## src/rtl/dfr_pkg.sv

```systemverilog
// dfr_pkg: shared types and constants of the delimited frame receiver
// no dependencies; imported by every module of the block but dfr_ram
`timescale 1ns / 1ps
`default_nettype none

package dfr_pkg;

  localparam int unsigned PAYLOAD_DEPTH_DEF = 16;

  localparam int unsigned BYTE_W      = 8;
  localparam int unsigned LEN_W       = 16;
  localparam int unsigned BYTE_IDX_W  = 4;
  localparam int unsigned STATUS_W    = 2;

  localparam logic [BYTE_W-1:0] START_MARK    = 8'h7E;
  localparam logic [BYTE_W-1:0] CSUM_BASE     = 8'hFF;
  localparam logic [LEN_W-1:0]  TIMEOUT_RESET = 16'd200;

  typedef enum logic [STATUS_W-1:0] {
    ST_GOOD    = 2'd0,
    ST_CSUM    = 2'd1,
    ST_TIMEOUT = 2'd2,
    ST_OVER    = 2'd3
  } status_e;

  // one finished frame handed from the parser to the result side
  typedef struct packed {
    status_e           status;
    logic [LEN_W-1:0]  len;
  } job_t;

endpackage

`default_nettype wire

```

## src/rtl/delimited_frame_receiver_top.sv

```systemverilog
// delimited frame receiver: an input transaction is taken whenever full is low; in
// the body phase a transaction waits while a finished frame is queued or is still
// read out of the payload store, and any transaction waits while the job queue
// holds two finished frames. a finished frame passes through the job queue and the
// output register to the result ports; a good payload is read out byte by byte, each
// byte through the store's registered read. reset clears all control state and sets
// timeout_ticks to 200; the payload store is not cleared. depends on dfr_pkg and the dfr_* modules
`timescale 1ns / 1ps
`default_nettype none

module delimited_frame_receiver_top
  import dfr_pkg::*;
#(
  parameter int unsigned PAYLOAD_DEPTH = PAYLOAD_DEPTH_DEF
) (
  input  wire logic                  clk_i,
  input  wire logic                  rst_ni,
  input  wire logic                  cfg_valid_i,
  output logic                       cfg_ready_o,
  input  wire logic [LEN_W-1:0]      cfg_data_i,
  input  wire logic                  push,
  output logic                       full,
  input  wire logic                  command_i,
  input  wire logic [BYTE_W-1:0]     rx_byte_i,
  input  wire logic                  pop,
  output logic                       empty,
  output logic [STATUS_W-1:0]        status_o,
  output logic [BYTE_W-1:0]          data_byte_o,
  output logic [BYTE_IDX_W-1:0]      byte_index_o,
  output logic [LEN_W-1:0]           frame_length_o,
  output logic                       has_data_o,
  output logic                       last_o
);

  localparam int unsigned AW = (PAYLOAD_DEPTH > 1) ? $clog2(PAYLOAD_DEPTH) : 1;

  logic [LEN_W-1:0]  timeout_q;
  logic              job_push, job_pop, job_full, job_valid;
  job_t              job_in, job_out;
  logic              back_busy;
  logic              wr_en, rd_en;
  logic [AW-1:0]     wr_addr, rd_addr;
  logic [BYTE_W-1:0] wr_data, rd_data;

  assign cfg_ready_o = 1'b1;

  always_ff @(posedge clk_i or negedge rst_ni) begin
    if (!rst_ni) begin
      timeout_q <= TIMEOUT_RESET;
    end else if (cfg_valid_i && cfg_ready_o) begin
      timeout_q <= cfg_data_i;
    end
  end

  dfr_front #(
    .PAYLOAD_DEPTH(PAYLOAD_DEPTH)
  ) u_front (
    .clk_i           (clk_i),
    .rst_ni          (rst_ni),
    .push_i          (push),
    .command_i       (command_i),
    .rx_byte_i       (rx_byte_i),
    .timeout_ticks_i (timeout_q),
    .drain_busy_i    (job_valid | back_busy),
    .job_full_i      (job_full),
    .full_o          (full),
    .job_push_o      (job_push),
    .job_o           (job_in),
    .wr_en_o         (wr_en),
    .wr_addr_o       (wr_addr),
    .wr_data_o       (wr_data)
  );

  dfr_job_fifo u_job_fifo (
    .clk_i   (clk_i),
    .rst_ni  (rst_ni),
    .push_i  (job_push),
    .data_i  (job_in),
    .pop_i   (job_pop),
    .full_o  (job_full),
    .valid_o (job_valid),
    .data_o  (job_out)
  );

  dfr_ram #(
    .WIDTH(BYTE_W),
    .DEPTH(PAYLOAD_DEPTH)
  ) u_store (
    .clk_i     (clk_i),
    .wr_en_i   (wr_en),
    .wr_addr_i (wr_addr),
    .wr_data_i (wr_data),
    .rd_en_i   (rd_en),
    .rd_addr_i (rd_addr),
    .rd_data_o (rd_data)
  );

  dfr_back #(
    .PAYLOAD_DEPTH(PAYLOAD_DEPTH)
  ) u_back (
    .clk_i          (clk_i),
    .rst_ni         (rst_ni),
    .job_valid_i    (job_valid),
    .job_i          (job_out),
    .job_pop_o      (job_pop),
    .busy_o         (back_busy),
    .rd_en_o        (rd_en),
    .rd_addr_o      (rd_addr),
    .rd_data_i      (rd_data),
    .pop_i          (pop),
    .empty_o        (empty),
    .status_o       (status_o),
    .data_byte_o    (data_byte_o),
    .byte_index_o   (byte_index_o),
    .frame_length_o (frame_length_o),
    .has_data_o     (has_data_o),
    .last_o         (last_o)
  );

endmodule

`default_nettype wire

```

## src/rtl/dfr_ram.sv

```systemverilog
// dfr_ram: generic single write port, single read port ram with registered read
// no dependencies
`timescale 1ns / 1ps
`default_nettype none

module dfr_ram #(
  parameter int unsigned WIDTH = 8,
  parameter int unsigned DEPTH = 16,
  localparam int unsigned AW = (DEPTH > 1) ? $clog2(DEPTH) : 1
) (
  input  wire logic             clk_i,
  input  wire logic             wr_en_i,
  input  wire logic [AW-1:0]    wr_addr_i,
  input  wire logic [WIDTH-1:0] wr_data_i,
  input  wire logic             rd_en_i,
  input  wire logic [AW-1:0]    rd_addr_i,
  output logic      [WIDTH-1:0] rd_data_o
);

  logic [WIDTH-1:0] mem_q [DEPTH];
  logic [WIDTH-1:0] rd_data_q;

  always_ff @(posedge clk_i) begin
    if (wr_en_i) begin
      mem_q[wr_addr_i] <= wr_data_i;
    end
    if (rd_en_i) begin
      rd_data_q <= mem_q[rd_addr_i];
    end
  end

  assign rd_data_o = rd_data_q;

endmodule

`default_nettype wire

```

## src/rtl/dfr_front.sv

```systemverilog
// dfr_front: accepts bytes and ticks, parses frames, runs the idle timer,
// writes the payload store and posts one job per finished frame; uses dfr_pkg
`timescale 1ns / 1ps
`default_nettype none

module dfr_front
  import dfr_pkg::*;
#(
  parameter int unsigned PAYLOAD_DEPTH = PAYLOAD_DEPTH_DEF,
  localparam int unsigned AW = (PAYLOAD_DEPTH > 1) ? $clog2(PAYLOAD_DEPTH) : 1
) (
  input  wire logic              clk_i,
  input  wire logic              rst_ni,
  input  wire logic              push_i,
  input  wire logic              command_i,
  input  wire logic [BYTE_W-1:0] rx_byte_i,
  input  wire logic [LEN_W-1:0]  timeout_ticks_i,
  input  wire logic              drain_busy_i,
  input  wire logic              job_full_i,
  output logic                   full_o,
  output logic                   job_push_o,
  output job_t                   job_o,
  output logic                   wr_en_o,
  output logic [AW-1:0]          wr_addr_o,
  output logic [BYTE_W-1:0]      wr_data_o
);

  typedef enum logic [3:0] {
    P_START  = 4'b0001,
    P_LEN_HI = 4'b0010,
    P_LEN_LO = 4'b0100,
    P_BODY   = 4'b1000
  } phase_e;

  localparam logic [LEN_W-1:0] DEPTH_LEN = LEN_W'(PAYLOAD_DEPTH);

  phase_e            phase_q, phase_d;
  logic [LEN_W-1:0]  decl_len_q, decl_len_d;
  logic [LEN_W-1:0]  taken_q, taken_d;
  logic [BYTE_W-1:0] sum_q, sum_d;
  logic [LEN_W-1:0]  timer_q, timer_d;
  logic [LEN_W-1:0]  timer_load;
  logic [BYTE_W-1:0] csum_expect;
  logic              accept;

  // body-phase items wait while a frame is queued or still read from the store
  assign full_o      = job_full_i | ((phase_q == P_BODY) & drain_busy_i);
  assign accept      = push_i & ~full_o;
  assign timer_load  = (timeout_ticks_i == '0) ? LEN_W'(1) : timeout_ticks_i;
  assign csum_expect = CSUM_BASE - sum_q;

  assign wr_addr_o = taken_q[AW-1:0];
  assign wr_data_o = rx_byte_i;

  always_comb begin
    phase_d    = phase_q;
    decl_len_d = decl_len_q;
    taken_d    = taken_q;
    sum_d      = sum_q;
    timer_d    = timer_q;
    job_push_o = 1'b0;
    job_o      = '{status: ST_GOOD, len: decl_len_q};
    wr_en_o    = 1'b0;

    if (accept) begin
      if (command_i) begin
        if ((phase_q != P_START) && (timer_q != '0)) begin
          timer_d = timer_q - LEN_W'(1);
          if (timer_q == LEN_W'(1)) begin
            phase_d    = P_START;
            taken_d    = '0;
            sum_d      = '0;
            job_push_o = 1'b1;
            job_o      = '{status: ST_TIMEOUT, len: '0};
          end
        end
      end else begin
        case (phase_q)
          P_START: begin
            if (rx_byte_i == START_MARK) begin
              phase_d = P_LEN_HI;
              taken_d = '0;
              sum_d   = '0;
              timer_d = timer_load;
            end
          end
          P_LEN_HI: begin
            decl_len_d = {rx_byte_i, 8'h00};
            phase_d    = P_LEN_LO;
            timer_d    = timer_load;
          end
          P_LEN_LO: begin
            decl_len_d = {decl_len_q[15:8], rx_byte_i};
            phase_d    = P_BODY;
            timer_d    = timer_load;
          end
          P_BODY: begin
            if (taken_q < decl_len_q) begin
              wr_en_o = (taken_q < DEPTH_LEN);
              taken_d = taken_q + LEN_W'(1);
              sum_d   = sum_q + rx_byte_i;
              timer_d = timer_load;
            end else begin
              // checksum byte closes the frame
              job_push_o = 1'b1;
              if (decl_len_q > DEPTH_LEN) begin
                job_o.status = ST_OVER;
              end else if (csum_expect != rx_byte_i) begin
                job_o.status = ST_CSUM;
              end else begin
                job_o.status = ST_GOOD;
              end
              phase_d = P_START;
              taken_d = '0;
              sum_d   = '0;
              timer_d = '0;
            end
          end
          default: begin
            phase_d = P_START;
          end
        endcase
      end
    end
  end

  always_ff @(posedge clk_i or negedge rst_ni) begin
    if (!rst_ni) begin
      phase_q    <= P_START;
      decl_len_q <= '0;
      taken_q    <= '0;
      sum_q      <= '0;
      timer_q    <= '0;
    end else begin
      phase_q    <= phase_d;
      decl_len_q <= decl_len_d;
      taken_q    <= taken_d;
      sum_q      <= sum_d;
      timer_q    <= timer_d;
    end
  end

endmodule

`default_nettype wire

```

## src/rtl/dfr_job_fifo.sv

```systemverilog
// dfr_job_fifo: two-entry queue of finished frame jobs between parser and
// result side; uses dfr_pkg
`timescale 1ns / 1ps
`default_nettype none

module dfr_job_fifo
  import dfr_pkg::*;
(
  input  wire logic clk_i,
  input  wire logic rst_ni,
  input  wire logic push_i,
  input  wire job_t data_i,
  input  wire logic pop_i,
  output logic      full_o,
  output logic      valid_o,
  output job_t      data_o
);

  job_t       slot_q [2];
  logic       wr_ptr_q, rd_ptr_q;
  logic [1:0] count_q;

  assign full_o  = (count_q == 2'd2);
  assign valid_o = (count_q != 2'd0);
  assign data_o  = slot_q[rd_ptr_q];

  always_ff @(posedge clk_i) begin
    if (push_i) begin
      slot_q[wr_ptr_q] <= data_i;
    end
  end

  always_ff @(posedge clk_i or negedge rst_ni) begin
    if (!rst_ni) begin
      wr_ptr_q <= 1'b0;
      rd_ptr_q <= 1'b0;
      count_q  <= 2'd0;
    end else begin
      if (push_i) begin
        wr_ptr_q <= ~wr_ptr_q;
      end
      if (pop_i) begin
        rd_ptr_q <= ~rd_ptr_q;
      end
      case ({push_i, pop_i})
        2'b10:   count_q <= count_q + 2'd1;
        2'b01:   count_q <= count_q - 2'd1;
        default: count_q <= count_q;
      endcase
    end
  end

endmodule

`default_nettype wire

```

## src/rtl/dfr_back.sv

```systemverilog
// dfr_back: takes jobs, reads good payloads out of the store and presents
// results in an output register; uses dfr_pkg
`timescale 1ns / 1ps
`default_nettype none

module dfr_back
  import dfr_pkg::*;
#(
  parameter int unsigned PAYLOAD_DEPTH = PAYLOAD_DEPTH_DEF,
  localparam int unsigned AW = (PAYLOAD_DEPTH > 1) ? $clog2(PAYLOAD_DEPTH) : 1
) (
  input  wire logic                  clk_i,
  input  wire logic                  rst_ni,
  input  wire logic                  job_valid_i,
  input  wire job_t                  job_i,
  output logic                       job_pop_o,
  output logic                       busy_o,
  output logic                       rd_en_o,
  output logic [AW-1:0]              rd_addr_o,
  input  wire logic [BYTE_W-1:0]     rd_data_i,
  input  wire logic                  pop_i,
  output logic                       empty_o,
  output logic [STATUS_W-1:0]        status_o,
  output logic [BYTE_W-1:0]          data_byte_o,
  output logic [BYTE_IDX_W-1:0]      byte_index_o,
  output logic [LEN_W-1:0]           frame_length_o,
  output logic                       has_data_o,
  output logic                       last_o
);

  typedef enum logic [2:0] {
    B_IDLE = 3'b001,
    B_RD   = 3'b010,
    B_WR   = 3'b100
  } bstate_e;

  bstate_e           state_q, state_d;
  logic [AW-1:0]     cnt_q, cnt_d;
  logic [LEN_W-1:0]  len_q, len_d;
  logic              out_valid_q, out_valid_d;
  logic              out_free;
  logic              load;
  logic              drain_last;

  status_e               o_status_q, o_status_d;
  logic [BYTE_W-1:0]     o_data_q, o_data_d;
  logic [BYTE_IDX_W-1:0] o_idx_q, o_idx_d;
  logic [LEN_W-1:0]      o_len_q, o_len_d;
  logic                  o_has_q, o_has_d;
  logic                  o_last_q, o_last_d;

  assign out_free   = ~out_valid_q | pop_i;
  assign busy_o     = (state_q != B_IDLE);
  assign rd_addr_o  = cnt_q;
  assign drain_last = ((LEN_W'(cnt_q) + LEN_W'(1)) == len_q);

  always_comb begin
    state_d    = state_q;
    cnt_d      = cnt_q;
    len_d      = len_q;
    job_pop_o  = 1'b0;
    rd_en_o    = 1'b0;
    load       = 1'b0;
    o_status_d = o_status_q;
    o_data_d   = o_data_q;
    o_idx_d    = o_idx_q;
    o_len_d    = o_len_q;
    o_has_d    = o_has_q;
    o_last_d   = o_last_q;

    case (state_q)
      B_IDLE: begin
        if (job_valid_i) begin
          if ((job_i.status == ST_GOOD) && (job_i.len != '0)) begin
            job_pop_o = 1'b1;
            cnt_d     = '0;
            len_d     = job_i.len;
            state_d   = B_RD;
          end else if (out_free) begin
            // errors and empty frames give one result on their own
            job_pop_o  = 1'b1;
            load       = 1'b1;
            o_status_d = job_i.status;
            o_data_d   = '0;
            o_idx_d    = '0;
            o_len_d    = job_i.len;
            o_has_d    = 1'b0;
            o_last_d   = 1'b1;
          end
        end
      end
      B_RD: begin
        rd_en_o = 1'b1;
        state_d = B_WR;
      end
      B_WR: begin
        if (out_free) begin
          load       = 1'b1;
          o_status_d = ST_GOOD;
          o_data_d   = rd_data_i;
          o_idx_d    = BYTE_IDX_W'(cnt_q);
          o_len_d    = len_q;
          o_has_d    = 1'b1;
          o_last_d   = drain_last;
          if (drain_last) begin
            state_d = B_IDLE;
          end else begin
            cnt_d   = cnt_q + AW'(1);
            state_d = B_RD;
          end
        end
      end
      default: begin
        state_d = B_IDLE;
      end
    endcase

    out_valid_d = load | (out_valid_q & ~pop_i);
  end

  always_ff @(posedge clk_i or negedge rst_ni) begin
    if (!rst_ni) begin
      state_q     <= B_IDLE;
      cnt_q       <= '0;
      len_q       <= '0;
      out_valid_q <= 1'b0;
    end else begin
      state_q     <= state_d;
      cnt_q       <= cnt_d;
      len_q       <= len_d;
      out_valid_q <= out_valid_d;
    end
  end

  always_ff @(posedge clk_i) begin
    o_status_q <= o_status_d;
    o_data_q   <= o_data_d;
    o_idx_q    <= o_idx_d;
    o_len_q    <= o_len_d;
    o_has_q    <= o_has_d;
    o_last_q   <= o_last_d;
  end

  assign empty_o        = ~out_valid_q;
  assign status_o       = o_status_q;
  assign data_byte_o    = o_data_q;
  assign byte_index_o   = o_idx_q;
  assign frame_length_o = o_len_q;
  assign has_data_o     = o_has_q;
  assign last_o         = o_last_q;

endmodule

`default_nettype wire

```

## config.mk

```make
export PLATFORM = sky130hd
export DESIGN_NAME = delimited_frame_receiver_top
export DESIGN_NICKNAME = d
export VERILOG_FILES = /design/src/rtl/dfr_pkg.sv /design/src/rtl/delimited_frame_receiver_top.sv /design/src/rtl/dfr_ram.sv /design/src/rtl/dfr_front.sv /design/src/rtl/dfr_job_fifo.sv /design/src/rtl/dfr_back.sv
export SDC_FILE = /design/constraint.sdc
export NUM_CORES = 1
export LEC_CHECK = 0
export BUFFER_PORTS_ARGS = -buffer_cell sky130_fd_sc_hd__buf_4
export CAP_MARGIN = 30
export CORE_ASPECT_RATIO = 0.5
export CORE_MARGIN = 4
export CORE_UTILIZATION = 42
export DETAILED_ROUTE_END_ITERATION = 10
export PLACE_DENSITY_LB_ADDON = 0.15
export SKIP_CTS_REPAIR_TIMING = 1
export SLEW_MARGIN = 30
export SYNTH_ARGS = -nofsm -noshare
export SYNTH_HDL_FRONTEND = slang
export SYNTH_HIERARCHICAL = 1
export SYNTH_SLANG_ARGS = --single-unit
export TNS_END_PERCENT = 1
```

## constraint.sdc

```tcl
create_clock -name clk_i -period 3.9 [get_ports clk_i]
set_input_delay 0.78 -clock clk_i [delete_from_list [all_inputs] [get_ports clk_i]]
set_output_delay 0.78 -clock clk_i [all_outputs]
set_load 0.01 [all_outputs]
```

==> flow_summary.toml, run 1 <==
[worst_setup_path]
reg2reg_to = "u_job_fifo/slot_q[0][16]"
start_kind = "register"
end_kind = "register"
r2r-start = "u_front/timer_q[2]"
slowest_stage = "or4_1"
r2r_slack_ps = 410
crit_chain = "or4_1, or4_1, or4b_4, a21o_1, nor2_1, inv_1, nor2_1, buf_4"
path_class = "reg -> reg"
reg2regPathDepth = 8
required_ps = 4140
crit_fanout = 18
critical_path_arrival_ps = 3730
max_stage_delay_ps = 580

[global_routing]
grt.overflow.total = 0
antenna_found_initial = 0
grt_pass1_wl_um = 50000
grt_use_total_pct = 17.4
grt_pass1_vias = 8699
grt_max_degree = 56

[routing]
final_antenna_net_count = 0
dr.pass1.iters = 5
wl_per_cell_um = 20.7
drc = 0
drtIter0Drc = 678
post_drt_via_cell_ratio = 5.60
wl_um = 31800
routed-via-count = 8592

[die]
coreArea_um2 = 33100
pin_count = 65
num_rows = 47
die_x_um = 267
die_h_um = 138
start_util_pct = 42.6
die_area_um2 = 36800

[synthesis]
synth.yosys.warnings = 6
yosys.area.top_type = "edfxtp_1"
synthesis.area_um2 = 14100
synth_edf_count = 204
synthCells = 1000
ys_ff_latch = 308
syn-mean-instance-area_um2 = 14.1
synthFlopType = "edfxtp_1"
synth_top_area_share_pct = 43.4
async_flop_share_pct = 33.8
ys_seq_area_share_pct = 61.9
synth_cell_types = 83
syn_nets = 1059
synth.area.top_cells = "edfxtp_1 (43%), dfrtp_1 (18%), mux2_2 (3.8%)"

[pwr]
intPower_w = 0.00630
finalPower_w = 0.00869
seqPwrFrac_pct = 48.2
p_clk_share_pct = 31.0
p_sw_w = 0.00239
power_density_nw_per_um2 = 546
leakagePower_nw = 6.01
ir_worst_vdd_v = 0.000336
pwr-share-comb_pct = 20.8
swShare_pct = 27.5

[cells_and_area]
finalNonFillerCells = 1533
fillers = 2913
final_nets = 1131
drive_gt1_share_pct = 22.9
diodes = 0
finish.instance_area_um2 = 15900
synthToLayoutAreaGrowth_pct = 12.7

[timing]
period_needed_ps = 3490
final_hold_viol_count = 0
max_freq_mhz = 287
fin_worst_skew_ps = 18.7
min_period_over_period_pct = 89.4
rsz0062_at_grt = "no"
fin_ws_ps = 415
relSlewSlack_pct = 45.1
tightestPinTransition_ps = 812
setup_violations = 0
drv_slew = 0
timing.setup.tns_ps = 0

[hold_path]
hold_class = "in -> async"

[place]
place_ws_ps = 425
placedCellCount = 1482
post-dp-hpwl_um = 21600
gp_congestion = 0.844
placed_cell_area_um2 = 15000
io_buffers = 63

[cts]
root_buffer = "clkbuf_16"
cts_buffer_depth = 3
clkTransAtPathRegs_ps = 70
htree_levels = 1
cts_sinks = 308
cts_tree = "yes"
clock_latency_ps = 570
numCtsBuffers = 29

[run]
cap_viol_max_count = 0

[status]
status = "finished clean"
[registers in the layout, indices dropped and copies added, names as in the netlist, 8 cells and up]
| signal | flops |
|---|---|
| u_back/len_q | 16 |
| u_front/sum_q | 8 |
| u_front/decl_len_q | 16 |
| u_front/timer_q | 16 |
| u_back/frame_length_o | 16 |
| u_store/mem_q | 128 |
| u_job_fifo/slot_q | 36 |
| u_front/taken_q | 16 |
| timeout_q | 16 |
| u_store/rd_data_o | 8 |
| u_back/data_byte_o | 8 |
[critical path, delay by kind of cell (launching register included)]
kind / cells / cell delay [ps]
flip-flops: 1 / 420
AND/OR/NAND/NOR: 5 / 2080
buffers and inverters: 2 / 410
AO/OA/AOI/OAI: 1 / 240
[power groups by stage]
stage / Sequential [W] / Clock (W) / Combinational (W)
global route: 0.00424 / 0.00291 / 0.00197
global placement: 0.00424 / 0 / 0.00179
finish: 0.00419 / 0.00269 / 0.00181
detailed placement: 0.00426 / 0 / 0.00183
CTS: 0.00420 / 0.00277 / 0.00184
floorplan: 0.00428 / 0 / 0.00122
[cells in the final DEF (no fill, tap or decap), types with 16 or more instances in the layout]
| cell type | netlist | layout |
|---|---|---|
| o21ai_0 | 29 | 29 |
| nand2_1 | 58 | 58 |
| and3_1 | 16 | 16 |
| inv_1 | 30 | 30 |
| o21ai_1 | 17 | 17 |
| clkbuf_16 | 0 | 29 |
| nor2_1 | 42 | 41 |
| nor4_1 | 24 | 24 |
| edfxtp_1 | 204 | 204 |
| a22oi_1 | 17 | 17 |
| mux2_4 | 20 | 20 |
| mux2_2 | 48 | 48 |
| a21oi_1 | 41 | 41 |
| buf_4 | 14 | 97 |
| nand3_1 | 27 | 27 |
| dfrtp_1 | 99 | 98 |
| ha_1 | 28 | 28 |
| mux4_2 | 18 | 18 |
| nor3_1 | 29 | 29 |
[how the worst max path moves through the flow]
| stage | to | slack (ps) | cells past startpoint | start |
|---|---|---|---|---|
| 2_1_floorplan | u_job_fifo/slot_q[0][0] | 270 | 7 | u_front/timer_q[2] |
| 3_3_place_gp | u_job_fifo/slot_q[0][13] | 490 | 8 | u_front/timer_q[2] |
| 3_5_place_dp | u_job_fifo/slot_q[0][15] | 430 | 8 | u_front/timer_q[2] |
| 4_1_cts | u_job_fifo/slot_q[0][16] | 420 | 8 | u_front/timer_q[2] |
| 5_1_grt | u_store/mem_q[0][2] | 170 | 12 | u_back/state_q[2] |
| 6_report | u_job_fifo/slot_q[0][16] | 410 | 8 | u_front/timer_q[2] |
[synth_stat cells, types with 9 or more instances]
cell type  instances
mux4_1            14
a22oi_1           17
nor4_1            24
and2_1             9
clkbuf_1          19
a22o_1            14
nand3_1           27
xnor2_1           10
nor2_1            42
mux4_2            18
nor3_1            29
inv_1             30
ha_1              28
edfxtp_1         204
buf_4             14
and3_1            16
a21oi_1           41
a221o_1            9
o21ai_0           29
dfrtp_1           99
buf_6              9
mux2_4            20
nand2_1           58
o21ai_1           17
mux2_2            48
[stage by stage]
stage               util, %  hold slack, ps
floorplan                 -             447
global placement       45.4             472
detailed placement     45.4             469
CTS                    48.1             270
global route           48.1             290
finish                 48.1             243
[final cells by class]
| type | instances | area, µm² | share of cell area (%) |
|---|---|---|---|
| clock inverter | 15 | 134 | 0.841 |
| timing repair buffer | 98 | 748 | 4.70 |
| sequential | 308 | 8740 | 54.9 |
| inverter | 30 | 113 | 0.708 |
| multi-input combinational | 605 | 4880 | 30.7 |
| tap | 441 | 552 | 3.47 |
| clock buffer | 36 | 752 | 4.73 |
[per-layer routing]
layer	GRT usage [%]	vias up	part of all wire (%)
li1	-	4000	-
met1	24.6	4341	47
met2	28.9	208	47
met3	2.91	43	4.5
met4	3.02	0	1.5
met5	0	-	0
[cell families after synthesis]
kind of cell / share of synthesized area [%]
flip-flops: 61.9
AND/OR/NAND/NOR: 10.2
AO/OA/AOI/OAI: 8.76
multiplexers: 11.8
buffers and inverters: 3.60
adder cells (fa/ha/maj): 2.62
XOR/XNOR: 1.12
other: 0.0266
(Power assumes the default switching activity.)
==> run 2: changes to the inputs <==
--- a/config.mk
+++ b/config.mk
@@ -11,7 +11,6 @@
 export CORE_MARGIN = 4
 export CORE_UTILIZATION = 42
 export DETAILED_ROUTE_END_ITERATION = 10
-export PLACE_DENSITY_LB_ADDON = 0.15
 export SKIP_CTS_REPAIR_TIMING = 1
 export SLEW_MARGIN = 30
 export SYNTH_ARGS = -nofsm -noshare
==> run 2 against run 1 <==
Effect of this change: sequential power grew 1%; cell area up 0.85%; critical endpoint is now u_store/mem_q[0][1]; critical path type unchanged; die area did not move; combinational power is 3% lower.
==> flow_summary.toml, run 2 (synthesis gave the netlist of run 1 again) <==
[status]
status = "finished clean"

[global_routing]
globalRouteMet1Util_pct = 24.5
grt_pass1_wl_um = 48700
grt_max_degree = 63
busiest_layer = "met2"
grt.overflow.total = 0
antenna_found_initial = 0
use_met2_pct = 27.0
use_met3_pct = 2.82
grt_use_total_pct = 16.9
grt_pass1_vias = 8516

[cts]
cts_sinks = 308
cts_tree = "yes"
root_buffer = "clkbuf_16"
clock_latency_ps = 560
numCtsBuffers = 29
clkTransAtPathRegs_ps = 60
htree_levels = 1
cts_buffer_depth = 3

[timing]
drv_slew = 0
relSlewSlack_pct = 38.3
final_hold_viol_count = 0
min_period_over_period_pct = 93.9
rsz0062_at_grt = "no"
timing.setup.tns_ps = 0
max_freq_mhz = 273
period_needed_ps = 3660
fin_worst_skew_ps = 12.2
tightestPinTransition_ps = 913
setup_violations = 0

[routing]
final_antenna_net_count = 0
post_drt_via_cell_ratio = 5.56
wl_per_cell_um = 20.1
wl_um = 31000
routed-via-count = 8584
drtIter0Drc = 853
drc = 0
dr.pass1.iters = 5

[cells_and_area]
diodes = 0
finish.instance_area_um2 = 16000
final_cell_mix = "edfxtp_1 (204), buf_4 (103), dfrtp_1 (98), nand2_1 (58), mux2_2 (48)"
layout_commonest_cell = "edfxtp_1"
multi_input_comb_area_um2 = 4880
drive_gt1_share_pct = 23.7
reg_top3 = "u_store/mem_q: 128 flops, u_job_fifo/slot_q: 36 flops"
final_nets = 1138
fillers = 2836
synthToLayoutAreaGrowth_pct = 13.7
top_register = "u_store/mem_q"
largest_reg_flops = 128
seq_area_um2 = 8740

[worst_setup_path]
required_ps = 4160
r2r_slack_ps = 240
critical_path_arrival_ps = 3920
path_class = "reg -> reg"
r2r-start = "u_front/taken_q[0]"
start_kind = "register"
path_depth = 8
crit_chain = "nand2b_1, a2111oi_0, o32ai_1, nor4_1, buf_4, or3b_2, nor3_1, buf_4"
reg2regPathDepth = 8
reg2reg_to = "u_store/mem_q[0][1]"
crit_fanout = 12
cpMostUsedCell = "buf_4"
crit_buf_inv = 2
crit_family = "simple AND/OR/NAND/NOR gates"
slowest_stage = "a2111oi_0"
end_kind = "register"
max_stage_delay_ps = 620

[die]
die_x_um = 267
die_h_um = 138
start_util_pct = 42.6
die_area_um2 = 36800
pin_count = 65
num_rows = 47
coreArea_um2 = 33100

[hold_path]
hold_class = "in -> async"

[pwr]
power_density_nw_per_um2 = 553
leakagePower_nw = 6.09
ir_worst_vdd_v = 0.000310

[place]
io_buffers = 63
post-dp-hpwl_um = 21000
gp_congestion = 0.858
placed_cell_area_um2 = 15100

[run]
cap_viol_max_count = 0
run 2: cell count changes in the layout (fill, tap and decap cells not counted), sizes merged:
cell	change
buf	+7
bufinv	+2
clkbuf	+7
clkinv	-5
clkinvlp	-1
run 2: final cells by class:
cell class	instances	area share, %
sequential	308	54.4
multi-input combinational	605	30.4
clock buffer	43	5.04
timing repair buffer	105	5.01
tap	441	3.44
clock inverter	11	0.975
inverter	30	0.702
run 2: metal layers:
layer	vias up	part of all wire, %
met3	39	5.3
li1	4006	-
met1	4310	47
met5	-	0
met4	0	1.9
met2	229	46
run 2: worst max path at each step:
stage,from,to,slack (ps)
2_1_floorplan,u_front/timer_q[2],u_job_fifo/slot_q[0][0],270
3_3_place_gp,rx_byte_i[3],u_front/timer_q[4],320
3_5_place_dp,rx_byte_i[3],u_front/timer_q[7],330
4_1_cts,u_front/taken_q[0],u_store/mem_q[0][4],380
5_1_grt,u_back/state_q[0],u_store/mem_q[0][4],110
6_report,u_front/taken_q[0],u_store/mem_q[0][1],240
run 2: where the power goes:
part / internal [W] / switching (W) / total [W]
clock: 0.00170 / 0.00117 / 0.00287
sequential: 0.00395 / 0.000300 / 0.00425
combinational: 0.000867 / 0.000885 / 0.00175
total: 0.00652 / 0.00236 / 0.00888
run 2: stage by stage:
step	power, W	hold slack [ps]	instances	setup WS (ps)	utilization [%]
floorplan	0.00549	447	1000	271	-
global placement	0.00603	471	1489	324	45.5
detailed placement	0.00609	478	1489	335	45.5
CTS	0.00898	360	1543	380	48.5
global route	0.00932	249	1543	106	48.5
finish	0.00888	223	1543	237	48.5
